`src/rtl/core/dgd_pkg.sv`:
```
`default_nettype none

package dgd_pkg;

  localparam int ACC_W       = 40;
  localparam int FRAC_W      = 14;
  localparam int COEF_W      = 16;
  localparam int SAMPLE_W    = 16;
  localparam int NFILT       = 8;
  localparam int FILT_IDX_W  = $clog2(NFILT);
  localparam int GRP_IDX_W   = FILT_IDX_W - 1;
  localparam int KEY_W       = 2 * GRP_IDX_W;
  localparam int POW_W       = 48;
  localparam int CFG_IDX_W   = 4;

  localparam int CHUNK_W     = 16;
  localparam int NCHUNK      = (ACC_W + CHUNK_W - 1) / CHUNK_W;
  localparam int CHUNK_CNT_W = (NCHUNK > 1) ? $clog2(NCHUNK) : 1;
  localparam int MAC_A_W     = ACC_W + COEF_W;
  localparam int PW          = 2 * ACC_W + FRAC_W + 2;
  localparam int REP_SHIFT   = FRAC_W + 2 * ACC_W - POW_W;

  localparam int IN_TDATA_W  = ((SAMPLE_W + 7) / 8) * 8;
  localparam int OUT_FIELD_W = KEY_W + 2 * POW_W;
  localparam int OUT_TDATA_W = ((OUT_FIELD_W + 7) / 8) * 8;

  localparam logic signed [COEF_W-1:0] COEF_RESET [NFILT] = '{
    16'sd27983, 16'sd26957, 16'sd25701, 16'sd24219,
    16'sd19073, 16'sd16325, 16'sd13080, 16'sd9317
  };

  typedef struct packed {
    logic signed [ACC_W-1:0]  q1;
    logic signed [ACC_W-1:0]  q2;
    logic signed [COEF_W-1:0] coef;
  } cell_t;

  typedef struct packed {
    logic                  start;
    logic [FILT_IDX_W-1:0] idx;
  } pwr_cmd_t;

  typedef struct packed {
    logic                 done;
    logic                 row_fnd;
    logic                 col_fnd;
    logic [GRP_IDX_W-1:0] row_idx;
    logic [GRP_IDX_W-1:0] col_idx;
    logic [POW_W-1:0]     row_pow;
    logic [POW_W-1:0]     col_pow;
  } pwr_stat_t;

endpackage

`default_nettype wire

```
`src/rtl/core/dgd_cell.sv`:
```
`default_nettype none

module dgd_cell (
  input  logic                                 clk,
  input  logic                                 rst_n,
  input  logic                                 shift_en,
  input  dgd_pkg::cell_t                       nxt,
  input  logic                                 wr_en,
  input  logic signed [dgd_pkg::COEF_W-1:0]    wr_coef,
  input  logic signed [dgd_pkg::COEF_W-1:0]    coef_init,
  output dgd_pkg::cell_t                       cur
);
  import dgd_pkg::*;

  cell_t data_r;

  always_ff @(posedge clk) begin
    if (!rst_n) begin
      data_r.q1   <= '0;
      data_r.q2   <= '0;
      data_r.coef <= coef_init;
    end else if (shift_en) begin
      data_r <= nxt;
    end else if (wr_en) begin
      data_r.coef <= wr_coef;
    end
  end

  assign cur = data_r;

endmodule

`default_nettype wire

```
`config.mk`:
```
export PLATFORM = sky130hd
export DESIGN_NAME = dgd_cell
export DESIGN_NICKNAME = d
export VERILOG_FILES = /design/src/rtl/core/dgd_pkg.sv /design/src/rtl/core/dgd_cell.sv
export SDC_FILE = /design/constraint.sdc
export NUM_CORES = 1
export LEC_CHECK = 0
export BUFFER_PORTS_ARGS = -buffer_cell sky130_fd_sc_hd__buf_4
export CORE_ASPECT_RATIO = 0.8
export CORE_MARGIN = 8
export CORE_UTILIZATION = 47
export DETAILED_ROUTE_END_ITERATION = 12
export GPL_TIMING_DRIVEN = 1
export PLACE_DENSITY = 0.86
export SKIP_CTS_REPAIR_TIMING = 1
export SYNTH_ARGS = -nofsm -noshare
export SYNTH_HDL_FRONTEND = slang
export SYNTH_SLANG_ARGS = --single-unit
```
`constraint.sdc`:
```
create_clock -name clk -period 3 [get_ports clk]
set_input_delay 0.6 -clock clk [delete_from_list [all_inputs] [get_ports clk]]
set_output_delay 0.6 -clock clk [all_outputs]
set_load 0.01 [all_outputs]
```
# After elaboration in Yosys (flattened, before gate mapping)
# Cells that the tools add are included.
# Widths: inputs -> output; s select.
[classes] n_eq_ne=1 mux=3
[ops] op="$mux 16" count=3
[ops] op="$ne 3x1->1 const B" count=1
[totals] ff_bits=96 input_bits=132

# Longest topological paths before layout
[logic_depth] depth_word=3 ltp_mapped=5 ltp_nobuf=2

# Worst setup path before layout
# No wires, ideal clock.
[synth_timing] kind="input to register" from="input shift_en" to="register data_r, in the netlist cur[0], enable pin" arrival_time_ns=1.617 path_slack_ns=1.049 stages=4 n_path_buf=3 path_cell_list="buf_2 -> buf_6 -> buf_6 -> or3b_1"
[synth_between] elab_chain_len=1
[synth_rtl] element="start: declaration" line_no="dgd_cell.sv:6" source="input logic shift_en,"
[synth_rtl] element="$ne 3x1->1 (no line)"
[synth_rtl] element="end signal: assignment" line_no="dgd_cell.sv:23" source="data_r <= nxt;"
[synth_rtl] element="end: declaration" line_no="dgd_cell.sv:15" source="cell_t data_r;"
# No other way between the ends.
# A chain may end at the register's enable or synchronous reset.

==> impl_results.md <==
- Port bufs: 227
- Crit Path Class: input pin to flip-flop
- Top FF cell, synth: dfxtp_1
- Max-cap violations: 0
- Nets: 678
- Slowest cell on crit path: buf_12
- Placer congestion estimate: 0.789
- GRT Total Usage: 18.6%
- Slew @ Worst Pin: 0.915 ns
- Crit Path Max Fanout: 44
- Async set or reset register ratio after synthesis: 0%
- CTS tree: yes
- CP arrival: 1.91 ns
- DP HPWL: 8710 microns
- Final setup vio count: 0
- Max FFs per register: 96
- Vias in the first global route: 3064
- Clock Pin Slew Worst Setup and Hold Paths: 0.10 ns
- DR vias: 3107
- Antenna violations before repair: 0
- DIE AREA: 11300 sq um
- I/O pins: 228
- Power consumption: 0.00277 W
- WL final: 11300 microns
- Largest net degree at the start of global routing: 113
- Total CTS buffers: 9
- Number of clock sinks: 96
- Leak Pwr: 2.83 nW
- Synth unique cells: 11
- Setup TNS Final: 0 ns
- Fin crit period: 1.67 ns
- Post-Syn Instances: 328
- Type of origin of the critical path: input pin
- Antenna Cells: 0
- Net Count, Synth: 460
- H-tree lvl count: 3
- Max-slew headroom: 39.0%
- DRC: 0
- Wirelength per Cell: 17.2 microns
- Vias per std cell: 4.71
- Fillers: 582
- Post-synth top cells: mux2i_1, dfxtp_1, nor2b_1
- Max Slew Vio Count: 0
- First-pass GRT wire length: 16100 microns
- Clk_skew: 0 ns
- Most common cell on crit path: buf_12
- Period utilization: 55.5%
- Root buf cell: clkbuf_8
- Worst VDD drop: 0.359 mV
- Share of layout cells above drive strength 1: 44.6%
- Starting density of the core: 48.2%
- Crit end category: flip-flop
- Sequence of cells on the critical path: buf_4, buf_12, buf_12, mux2i_1, nor2b_1
- Core Rows: 29
- Max Fclk: 0.600 GHz
- Detail Route Antenna Nets: 0
- Core area: 7910 sq um
- Die W: 117 microns
- Unrepaired setup endpoints after global routing: false
- Required time of the critical path: 3.25 ns
- 1st-iter DRT viols: 160
- P&R area growth vs syn: 51.2%
- Yosys top cell by area: dfxtp_1
- Hold Violations, Final: 0
- Drt pass-1 iters: 4
- #FFs+latches synth: 96
- Yosys top cell area share: 42.0%
- Top cells by area, synth: dfxtp_1, mux2i_1, nor2b_1
- Post-synth EDFFs: 16
- Worst hold path type: input pin to flip-flop
- CP peak stage delay: 0.35 ns
- Chip Height: 96.6 microns
- Synthesized cell area: 3810 sq um
- Hold slack: 0.497 ns
- Sequential cell area: 2080 sq um
- CTS max path bufs: 2
- Status: complete, no violations
- Multi-input gate area: 1610 sq um
- Top-count cell post-synth: mux2i_1
- Fin util: 72.9%
- PD cells: 480 nW/um^2
- Avg Cell Area, Syn: 11.6 sq um
- Yosys Warn Count: 0
- Post-synthesis sequential area ratio: 54.6%
- Global route overflow: 0
- Clock latency on the worst-skew pair: 0.34 ns
-- worst paths after layout --
| kind | start | end | slack (ns) | depth (start not counted) |
|---|---|---|---|---|
| worst max-delay path | shift_en | cur[53] | 1.33 | 5 |
| worst min-delay path | nxt[30] | cur[30] | 0.50 | 3 |
| worst max register to register | cur[29] | cur[29] | 2.35 | 2 |
| worst min register to register | cur[91] | cur[91] | 0.52 | 2 |
-- report_power, final --
part	switching [W]	internal, W
Clock	0.000461	0.000338
Combinational	0.000214	0.000312
Sequential	0.0000414	0.00140
-- layer usage --
layer,track usage [%],share of wire (%),vias to the layer above
li1,-,-,1541
met1,20.0,38,1417
met2,32.7,49,138
met3,8.57,12,11
met4,4.99,1.2,0
met5,0,0,-
-- worst max-delay path, delay by kind of cell --
kind                   cells  cell delay (ns)
buffers and inverters      3             0.96
multiplexers               1             0.24
AND/OR/NAND/NOR            1             0.07
-- stage by stage --
| step | setup WS [ns] | std cells | area, sq um |
|---|---|---|---|
| floorplan | 1.05 | 328 | 3810 |
| global placement | 1.02 | 643 | 5580 |
| detailed placement | 0.978 | 643 | 5580 |
| CTS | 1.36 | 659 | 5770 |
| global route | 1.25 | 659 | 5770 |
| finish | 1.33 | 659 | 5770 |
-- cell families (layout without fill, tap and decap cells) --
group	Yosys count	in the layout	share of synthesized area (%)
compound gates	16	16	2.10
buf+inv	23	246	3.21
flops	96	96	54.6
mux	96	96	25.2
simple gates	97	97	14.9
-- cell usage in the layout (no fill, tap or decap) --
cell type,n
clkinv_4,2
nor2_1,16
inv_8,1
clkinv_2,1
dfxtp_1,80
buf_12,2
mux2i_1,96
nor2b_1,80
inv_6,2
a21oi_1,16
buf_4,228
edfxtp_1,16
clkbuf_8,10
or3b_1,1
-- layout make-up --
cell class	instances	area share, %
sequential	96	36.1
clock buffer	10	2.39
multi-input combinational	209	27.9
tap	108	2.34
clock inverter	6	0.889
timing repair buffer	230	30.4
Power figures use the tool's default switching activity.
