--- config.mk ---
export PLATFORM = sky130hd
export DESIGN_NAME = dgd_power
export DESIGN_NICKNAME = d
export VERILOG_FILES = /design/src/rtl/core/dgd_pkg.sv /design/src/rtl/core/dgd_power.sv
export SDC_FILE = /design/constraint.sdc
export NUM_CORES = 2
export LEC_CHECK = 0
export ABC_AREA = 1
export BUFFER_PORTS_ARGS = -buffer_cell sky130_fd_sc_hd__buf_2
export CAP_MARGIN = 15
export CORE_MARGIN = 4
export CORE_UTILIZATION = 50
export DETAILED_ROUTE_END_ITERATION = 6
export PLACE_DENSITY = 0.69
export SETUP_SLACK_MARGIN = 0.5
export SYNTH_ARGS = -nofsm -noshare
export SYNTH_HDL_FRONTEND = slang
export SYNTH_SLANG_ARGS = --single-unit
--- constraint.sdc ---
create_clock -name clk -period 11.15 [get_ports clk]
set_clock_uncertainty 0.15 [all_clocks]
set_input_delay 1.6725 -clock clk [delete_from_list [all_inputs] [get_ports clk]]
set_output_delay 1.6725 -clock clk [all_outputs]
set_load 0.02 [all_outputs]
--- src/rtl/core/dgd_pkg.sv ---
`default_nettype none

package dgd_pkg;

  localparam int ACC_W       = 40;
  localparam int FRAC_W      = 14;
  localparam int COEF_W      = 16;
  localparam int SAMPLE_W    = 16;
  localparam int NFILT       = 8;
  localparam int FILT_IDX_W  = $clog2(NFILT);
  localparam int GRP_IDX_W   = FILT_IDX_W - 1;
  localparam int KEY_W       = 2 * GRP_IDX_W;
  localparam int POW_W       = 48;
  localparam int CFG_IDX_W   = 4;

  localparam int CHUNK_W     = 16;
  localparam int NCHUNK      = (ACC_W + CHUNK_W - 1) / CHUNK_W;
  localparam int CHUNK_CNT_W = (NCHUNK > 1) ? $clog2(NCHUNK) : 1;
  localparam int MAC_A_W     = ACC_W + COEF_W;
  localparam int PW          = 2 * ACC_W + FRAC_W + 2;
  localparam int REP_SHIFT   = FRAC_W + 2 * ACC_W - POW_W;

  localparam int IN_TDATA_W  = ((SAMPLE_W + 7) / 8) * 8;
  localparam int OUT_FIELD_W = KEY_W + 2 * POW_W;
  localparam int OUT_TDATA_W = ((OUT_FIELD_W + 7) / 8) * 8;

  localparam logic signed [COEF_W-1:0] COEF_RESET [NFILT] = '{
    16'sd27983, 16'sd26957, 16'sd25701, 16'sd24219,
    16'sd19073, 16'sd16325, 16'sd13080, 16'sd9317
  };

  typedef struct packed {
    logic signed [ACC_W-1:0]  q1;
    logic signed [ACC_W-1:0]  q2;
    logic signed [COEF_W-1:0] coef;
  } cell_t;

  typedef struct packed {
    logic                  start;
    logic [FILT_IDX_W-1:0] idx;
  } pwr_cmd_t;

  typedef struct packed {
    logic                 done;
    logic                 row_fnd;
    logic                 col_fnd;
    logic [GRP_IDX_W-1:0] row_idx;
    logic [GRP_IDX_W-1:0] col_idx;
    logic [POW_W-1:0]     row_pow;
    logic [POW_W-1:0]     col_pow;
  } pwr_stat_t;

endpackage

`default_nettype wire

--- src/rtl/core/dgd_power.sv ---
`default_nettype none

module dgd_power (
  input  logic                                 clk,
  input  logic                                 rst_n,
  input  dgd_pkg::pwr_cmd_t                    cmd,
  input  logic signed [dgd_pkg::ACC_W-1:0]     q1,
  input  logic signed [dgd_pkg::ACC_W-1:0]     q2,
  input  logic signed [dgd_pkg::MAC_A_W-1:0]   cq1,
  output dgd_pkg::pwr_stat_t                   stat
);
  import dgd_pkg::*;

  localparam logic [1:0] TERM_Q1    = 2'd0;
  localparam logic [1:0] TERM_Q2    = 2'd1;
  localparam logic [1:0] TERM_CROSS = 2'd2;

  localparam int QX_W   = NCHUNK * CHUNK_W;
  localparam int LOG_CH = $clog2(CHUNK_W);
  localparam int SH_W   = CHUNK_CNT_W + LOG_CH;
  localparam int PROD_W = MAC_A_W + CHUNK_W + 1;
  localparam int REP_W  = PW - 1 - REP_SHIFT;
  localparam logic [CHUNK_CNT_W-1:0] LAST_CHUNK = CHUNK_CNT_W'(NCHUNK - 1);

  logic                         run_r;
  logic                         cmp_r;
  logic [1:0]                   term_r;
  logic [CHUNK_CNT_W-1:0]       chunk_r;
  logic                         row_fnd_r;
  logic                         col_fnd_r;
  logic [GRP_IDX_W-1:0]         row_idx_r;
  logic [GRP_IDX_W-1:0]         col_idx_r;
  logic signed [ACC_W-1:0]      q1_r;
  logic signed [ACC_W-1:0]      q2_r;
  logic signed [MAC_A_W-1:0]    m_r;
  logic [FILT_IDX_W-1:0]        k_r;
  logic signed [PW-1:0]         acc_r;
  logic [PW-2:0]                best_row_r;
  logic [PW-2:0]                best_col_r;

  logic signed [MAC_A_W-1:0]    a_op;
  logic signed [ACC_W-1:0]      q_sel;
  logic [QX_W-1:0]              q_ext;
  logic [SH_W-1:0]              sh_amt;
  logic [CHUNK_W-1:0]           chunk;
  logic signed [CHUNK_W:0]      b_op;
  logic signed [PROD_W-1:0]     prod;
  logic signed [PW-1:0]         prod_ext;
  logic signed [PW-1:0]         term_val;
  logic signed [PW-1:0]         acc_nxt;
  logic [PW-2:0]                pos;
  logic                         last_chunk;
  logic                         row_upd;
  logic                         col_upd;

  function automatic logic [POW_W-1:0] report(input logic [PW-2:0] p);
    logic [REP_W-1:0] r;
    begin
      r = p[PW-2:REP_SHIFT];
      return (|r[REP_W-1:POW_W]) ? '1 : r[POW_W-1:0];
    end
  endfunction

  always_comb begin
    q_sel = (term_r == TERM_Q1) ? q1_r : q2_r;
    case (term_r)
      TERM_Q1: a_op = MAC_A_W'(q1_r) <<< FRAC_W;
      TERM_Q2: a_op = MAC_A_W'(q2_r) <<< FRAC_W;
      default: a_op = m_r;
    endcase
    q_ext      = QX_W'(q_sel);
    last_chunk = (chunk_r == LAST_CHUNK);
    sh_amt     = {chunk_r, {LOG_CH{1'b0}}};
    chunk      = q_ext[sh_amt +: CHUNK_W];
    b_op       = {last_chunk & chunk[CHUNK_W-1], chunk};
    prod       = PROD_W'(a_op) * PROD_W'(b_op);
    prod_ext   = PW'(prod);
    term_val   = prod_ext <<< sh_amt;
    acc_nxt    = (term_r == TERM_CROSS) ? acc_r - term_val : acc_r + term_val;
    pos        = acc_r[PW-1] ? '0 : acc_r[PW-2:0];
    row_upd    = cmp_r && !k_r[FILT_IDX_W-1] && (pos > best_row_r);
    col_upd    = cmp_r && k_r[FILT_IDX_W-1] && (pos > best_col_r);
  end

  always_ff @(posedge clk) begin
    if (!rst_n) begin
      run_r     <= 1'b0;
      cmp_r     <= 1'b0;
      term_r    <= TERM_Q1;
      chunk_r   <= '0;
      row_fnd_r <= 1'b0;
      col_fnd_r <= 1'b0;
      row_idx_r <= '0;
      col_idx_r <= '0;
    end else if (cmd.start) begin
      run_r   <= 1'b1;
      cmp_r   <= 1'b0;
      term_r  <= TERM_Q1;
      chunk_r <= '0;
      if (cmd.idx == '0) begin
        row_fnd_r <= 1'b0;
        col_fnd_r <= 1'b0;
        row_idx_r <= '0;
        col_idx_r <= '0;
      end
    end else if (run_r) begin
      if (last_chunk) begin
        chunk_r <= '0;
        if (term_r == TERM_CROSS) begin
          run_r <= 1'b0;
          cmp_r <= 1'b1;
        end else begin
          term_r <= term_r + 2'd1;
        end
      end else begin
        chunk_r <= chunk_r + 1'b1;
      end
    end else if (cmp_r) begin
      cmp_r <= 1'b0;
      if (row_upd) begin
        row_fnd_r <= 1'b1;
        row_idx_r <= k_r[GRP_IDX_W-1:0];
      end
      if (col_upd) begin
        col_fnd_r <= 1'b1;
        col_idx_r <= k_r[GRP_IDX_W-1:0];
      end
    end
  end

  always_ff @(posedge clk) begin
    if (cmd.start) begin
      q1_r  <= q1;
      q2_r  <= q2;
      m_r   <= cq1;
      k_r   <= cmd.idx;
      acc_r <= '0;
      if (cmd.idx == '0) begin
        best_row_r <= '0;
        best_col_r <= '0;
      end
    end else if (run_r) begin
      acc_r <= acc_nxt;
    end else begin
      if (row_upd) begin
        best_row_r <= pos;
      end
      if (col_upd) begin
        best_col_r <= pos;
      end
    end
  end

  assign stat.done    = cmp_r;
  assign stat.row_fnd = row_fnd_r;
  assign stat.col_fnd = col_fnd_r;
  assign stat.row_idx = row_idx_r;
  assign stat.col_idx = col_idx_r;
  assign stat.row_pow = report(best_row_r);
  assign stat.col_pow = report(best_col_r);

  // The accumulation and the compare never overlap.
  a_run_cmp_excl: assert property (@(posedge clk) disable iff (!rst_n)
    !(run_r && cmp_r))
    else $error("accumulate and compare active together");

  // A new filter is only started while the unit is free.
  a_start_free: assert property (@(posedge clk) disable iff (!rst_n)
    cmd.start |-> (!run_r && !cmp_r))
    else $error("start while busy");

  // The compare always follows the final accumulate step.
  a_cmp_after_run: assert property (@(posedge clk) disable iff (!rst_n)
    $rose(cmp_r) |-> ($past(run_r) && $past(term_r) == TERM_CROSS))
    else $error("compare without a finished accumulation");

endmodule

`default_nettype wire

# Word level (Yosys, flattened, before mapping)
# Cells that the tools add are included.
# op_classes
n_addsub,4
n_mul,1
n_div,0
n_lt_le_gt_ge,2
eq_ne,5
shift,2
muxes,36
n_bitwise,4
reduce_logical,18
# op_table
cell,n
$mux 95,8
$gt 95x95->1,2
$pmux 56 s2,1
$add 96x96->96,1
$mux 48,2
$mux 96,1
$sshl 73x6->96,1
$sub 96x96->96,1
$mul 56x17->73,1
$shiftx 48x7->16,1
$mux 40,1
$mux 2,10
$mux 1,13
$reduce_and 3->1,3
$reduce_and 4->1,2
$reduce_bool 2->1,3
$add 2x1->2 const B,2
$eq 2x2->1 const B,2
$logic_and 1x1->1,4
$logic_not 3->1,1
$not 1->1,3
$reduce_or 3->1,1
$eq 2x1->1 const B,1
$logic_not 2->1,1
other kinds (6),6
# word_totals
register_bits,437
latch_bits,0
ramBits,0
romBits,0
in_bits,142
word_cells,87
mem_count,0

# Depth between registers and ports, before layout
# logic_depth
depth_word,8
depth_mapped,71
ltp_nobuf,68

# Worst setup path after synthesis
# Ideal clock, no wire load.
# synth_path
path_kind,register to register
from,register chunk_r[0]
to,register acc_r[81]
arrival_ps,10277
required_ps,10885
path_slack_ps,607
stages_incl_launch_ff,58
n_path_buf,4
path_cell_list,dfxtp_1 > inv_2 > buf_2 > buf_1 > clkbuf_1 > a21oi_1 > clkinv_1 > nand3_1 > nor2_1 > a221o_1 > clkbuf_1 > nand2_1 > fa_1 > inv_1 > fa_1 > inv_1 > fa_1 > inv_1 > [22 not listed] > nand2_1 > o21ai_0 > xnor2_1 > ha_1 > nand2_1 > nor2_1 > inv_1 > nor4_1 > nand2_1 > o21bai_1 > nand2_1 > o211ai_1 > a21oi_1 > o21ai_0 > a21oi_1 > xnor2_1 > o21ai_0 > inv_1
# synth_via
elab_chain_cells,6
elab_cells_between_ends,8
# synth_lines
item,line_no,rtl
start: declaration,dgd_power.sv:28,logic [CHUNK_CNT_W-1:0] chunk_r;
start signal: assignment,dgd_power.sv:116,chunk_r <= chunk_r + 1'b1;
$shiftx 48x7->16 / $eq 2x2->1 (equally long branches),"dgd_power.sv:74, dgd_power.sv:72",
$and 1x1->1,dgd_power.sv:75,"b_op = {last_chunk & chunk[CHUNK_W-1], chunk};"
$mul 56x17->73,dgd_power.sv:76,prod = PROD_W'(a_op) * PROD_W'(b_op);
$sshl 73x6->96 (*),dgd_power.sv:78,term_val = prod_ext <<< sh_amt;
$add 96x96->96 / $sub 96x96->96 (equally long branches),dgd_power.sv:79,acc_nxt = (term_r == TERM_CROSS) ? acc_r - term_val : acc_r + term_val;
$mux 96 (*),dgd_power.sv:79,
end signal: assignment,dgd_power.sv:143,acc_r <= acc_nxt;
end: declaration,dgd_power.sv:37,logic signed [PW-1:0] acc_r;
# Mark *: on every way between the ends. The rest lies on a longest branch, timed or not.
# A chain may end at the register's enable or synchronous reset.

# Worst setup path after layout
# layout_path
from,register term_r[1]
to,register acc_r[95]
# layout_via
elab_chain_cells,8
elab_cells_between_ends,12
# layout_lines
item,line_no,rtl
start: declaration,dgd_power.sv:27,logic [1:0] term_r;
start signal: assignment,dgd_power.sv:113,term_r <= term_r + 2'd1;
$logic_not 2->1,"dgd_power.sv:65, dgd_power.sv:66",
$mux 40,dgd_power.sv:65,q_sel = (term_r == TERM_Q1) ? q1_r : q2_r;
$shiftx 48x7->16,dgd_power.sv:74,chunk = q_ext[sh_amt +: CHUNK_W];
$and 1x1->1,dgd_power.sv:75,
$mul 56x17->73,dgd_power.sv:76,
$sshl 73x6->96,dgd_power.sv:78,
$add 96x96->96 / $sub 96x96->96 (equally long branches),dgd_power.sv:79,
$mux 96 (*),dgd_power.sv:79,
# Marks and branches as above.

==> run metrics <==
endpoint kind of the worst setup timing path=flop; number of storage elements in the synthesis netlist=about 440; DIE WIDTH=about 370 um; floorplan row count=133; final critical-path share of the clock period=0.998; minimum setup slack among reg-to-reg paths=roughly 0.024 ns; post-synthesis cell count=~9100; worst relative slew slack=0.253; ratio of routed vias to standard cells=5.46; FILL cells=between 10000 and 15000; maximum fanout count along the critical path=5; leftover overflow at the end of global routing=0; Synthesized Nets=around 11000; Primary FF master, synth=sky130_fd_sc_hd__edfxtp_1; post-synth design cell area=0.0669 mm^2; worst reg2reg endpoint=acc_r[95]; Syn. warnings=0; TritonCTS Buffers=51; max_cap viols=0; Root Buffer=sky130_fd_sc_hd__clkbuf_16; beginning of the worst register-to-register path=term_r[1]; Total Routing Usage GR=0.398; Routability Congestion=about 1.1; number of ports placed on the die boundary=between 200 and 250; TritonCTS clock tree=yes; origin of the worst min-delay path=row_fnd_r; Area Growth Syn to Fin=38.0%; final hold violation count=0; required time reported for the critical path endpoint=approximately 12 ns; hold buffers post-CTS=0; Initial Util=0.506; routed length per instance=between 20 and 25 um; RSZ-0062 raised after global routing=yes; Clock Sinks=approximately 440; actual slew at the worst max-slew pin=1.12 ns; Most common cell on crit path=sky130_fd_sc_hd__buf_4; detailed-routing iteration count for the pre-antenna-repair pass=7; Setup Viol. Count Final=0; startpoint type of the worst setup path=flop; number of vias after detailed routing=69500; max-slew violation count=0; wire length of the first global-routing pass=about 420000 um; maximum cell stage delay along the critical path=0.57 ns; number of antenna violations at the first check in global routing=9; final wirelength=290000 um; path depth of the worst reg2reg path=65; EDFF count, synth=approximately 330; number of global-route vias before repair=around 70000; full die area=about 0.14 mm^2; register area share after synthesis=0.180; clk_lat worst skew=just over 0.7 ns; layout cell share with drive strength beyond 1=0.302; hold depth=2; I/O Buffers=244; slowest CP cell=sky130_fd_sc_hd__fa_1; unique cell type count in the Yosys netlist=between 60 and 70; Hold Path End=row_fnd_r; cell area after placement=between 0.08 and 0.09 mm^2; crit path time final=approximately 11 ns; Clock transition at path regs=around 0.070 ns; initial detailed-routing violation count=approximately 6000; overall die height=374 um; outcome=completed; standard cell core area=approximately 0.13 mm^2; arrival time of the worst setup path=roughly 12 ns; syn_area_per_cell=7.35 um^2; Antenna Violating Nets Remaining=0; fraction of synthesis flops using an asynchronous set or reset pin=0; # H-tree levels=2; pin count of the biggest net entering global routing=122; sum of net half-perimeters after detailed placement=around 240000 um; DRC viols=0; Design Area, Final=0.0923 mm^2; Hold Path Class=reg2reg; maximum frequency from static timing analysis=between 80 and 90 MHz; buffer depth of the longest clock path=3; Final Net Count=12400; Worst Setup Path Type=reg2reg
## how the worst max path moves through the flow
stage / start / end / slack, ns / depth (start not counted)
final: term_r[1] / acc_r[95] / 0.02 / 65
after global routing: term_r[1] / acc_r[95] / -0.34 / 70
after CTS: term_r[1] / acc_r[84] / 0.13 / 65
after detailed placement: term_r[1] / acc_r[87] / -0.98 / 62
after global placement: term_r[1] / acc_r[87] / -0.95 / 62
after floorplan: chunk_r[0] / acc_r[81] / 0.61 / 57
## cell type report
class	instances	area, um^2	area share
diodes	8	20.0	0.000217
clock buffers	70	1450	0.0157
clock inverters	25	368	0.00399
inverters	2229	8420	0.0913
multi-input cells	6175	51300	0.556
flip-flops and latches	437	12100	0.131
well taps	1755	2200	0.0238
repair buffers	2032	16500	0.179
## cell usage after synthesis, types with 4 or more instances
library cell	count	area, um^2
sky130_fd_sc_hd__inv_1	2186	8210
sky130_fd_sc_hd__nand2_1	1978	7420
sky130_fd_sc_hd__nor2_1	942	3540
sky130_fd_sc_hd__fa_1	882	17700
sky130_fd_sc_hd__a21oi_1	514	2570
sky130_fd_sc_hd__ha_1	452	5660
sky130_fd_sc_hd__nand3_1	367	1840
sky130_fd_sc_hd__edfxtp_1	329	9880
sky130_fd_sc_hd__o21ai_0	294	1470
sky130_fd_sc_hd__clkbuf_1	221	830
sky130_fd_sc_hd__nor3_1	140	701
sky130_fd_sc_hd__dfxtp_1	108	2160
sky130_fd_sc_hd__xor2_1	92	806
sky130_fd_sc_hd__nand4_1	87	544
sky130_fd_sc_hd__xnor2_1	70	613
sky130_fd_sc_hd__a31oi_1	69	432
sky130_fd_sc_hd__o211ai_1	49	368
sky130_fd_sc_hd__nor4_1	42	263
sky130_fd_sc_hd__buf_1	26	97.6
sky130_fd_sc_hd__o21a_1	23	173
sky130_fd_sc_hd__clkinv_1	21	78.8
sky130_fd_sc_hd__inv_2	21	78.8
sky130_fd_sc_hd__o21bai_1	17	128
sky130_fd_sc_hd__a211oi_1	14	105
sky130_fd_sc_hd__nand3b_1	13	97.6
sky130_fd_sc_hd__buf_2	11	55.1
sky130_fd_sc_hd__o21ai_1	11	55.1
sky130_fd_sc_hd__a21o_1	9	67.6
sky130_fd_sc_hd__nor2_2	9	56.3
sky130_fd_sc_hd__and2_1	8	50.1
sky130_fd_sc_hd__nor2_4	8	90.1
sky130_fd_sc_hd__o221ai_1	8	70.1
sky130_fd_sc_hd__or2_2	8	50.1
sky130_fd_sc_hd__nand2_2	7	43.8
sky130_fd_sc_hd__and3_1	6	37.5
sky130_fd_sc_hd__o2111ai_1	6	52.6
sky130_fd_sc_hd__a221oi_1	5	43.8
sky130_fd_sc_hd__nand3_2	5	50.1
sky130_fd_sc_hd__o31ai_1	5	37.5
sky130_fd_sc_hd__buf_4	4	30.0
## cells by family (layout without fill, tap and decap cells)
| kind of cell | count (synthesis) | count (layout) | synth area share |
|---|---|---|---|
| fa+ha+maj | 1334 | 1334 | 0.349 |
| simple gates | 3638 | 3638 | 0.224 |
| buf+inv | 2492 | 4356 | 0.140 |
| compound gates | 1041 | 1041 | 0.0857 |
| xor+xnor | 162 | 162 | 0.0212 |
| other cells | 0 | 8 | 0 |
| flops | 437 | 437 | 0.180 |
## worst max-delay path, delay by kind of cell (launching register included)
family                     cells  cell delay (ns)
buffers and inverters         23             2.43
AOI/OAI and AO/OA              7             1.08
and+or+nand+nor               25             2.95
DFF                            1             0.35
adders and majority gates      9             3.80
xor gates and xnor gates       1             0.22
## layout by cell type (no fill, tap or decap), types with 107 or more instances in the layout
cell,instances
sky130_fd_sc_hd__edfxtp_1,329
sky130_fd_sc_hd__nand3_1,229
sky130_fd_sc_hd__o21ai_0,221
sky130_fd_sc_hd__buf_4,1599
sky130_fd_sc_hd__nor2_2,127
sky130_fd_sc_hd__fa_1,862
sky130_fd_sc_hd__inv_2,110
sky130_fd_sc_hd__nand2_1,1669
sky130_fd_sc_hd__inv_1,2086
sky130_fd_sc_hd__nor2_1,722
sky130_fd_sc_hd__nor3_1,124
sky130_fd_sc_hd__nand3_2,107
sky130_fd_sc_hd__ha_1,367
sky130_fd_sc_hd__nand2_2,246
sky130_fd_sc_hd__buf_2,243
sky130_fd_sc_hd__nor2_4,110
sky130_fd_sc_hd__a21oi_1,393
## flip-flops by register name (all words and copies together), names as in the netlist
| signal | cells |
|---|---|
| chunk_r | 2 |
| col_idx_r | 2 |
| q1_r | 40 |
| cmp_r | 1 |
| row_idx_r | 2 |
| col_fnd_r | 1 |
| k_r | 3 |
| term_r | 2 |
| best_row_r | 95 |
| m_r | 56 |
| acc_r | 96 |
| run_r | 1 |
| row_fnd_r | 1 |
| best_col_r | 95 |
| q2_r | 40 |
## through the flow
step / instances / util / setup TNS [ns] / setup WS (ns) / hold slack, ns
6_report: 12700 / 0.698 / 0 / 0.0237 / 0.334
5_1_grt: 12700 / 0.698 / -3.72 / -0.338 / 0.359
4_1_cts: 12600 / 0.659 / 0 / 0.131 / 0.330
3_5_place_dp: 12400 / 0.620 / -17.91 / -0.981 / 0.313
3_3_place_gp: 12400 / 0.620 / -15.28 / -0.952 / 0.307
2_1_floorplan: 9104 / - / 0 / 0.607 / 0.298
## per-layer routing
| metal | up-vias | GRT usage | part of all wire |
|---|---|---|---|
| met5 | - | 0 | 0.00027 |
| met4 | 12 | 0.243 | 0.081 |
| met3 | 935 | 0.0832 | 0.093 |
| met2 | 3409 | 0.640 | 0.45 |
| met1 | 33500 | 0.493 | 0.38 |
| li1 | 31600 | - | - |
## timing repair
item / 4_1_cts / 5_1_grt
pin swaps: 149 / 356
resized for setup: 596 / 1030
setup buffers: 65 / 121
cloned: 11 / 10
setup endpoints to repair: 57 / 65
Power is left out: the tool's default activity adds up to more than one toggle a clock period on the data nets, which glitch-free logic cannot reach.
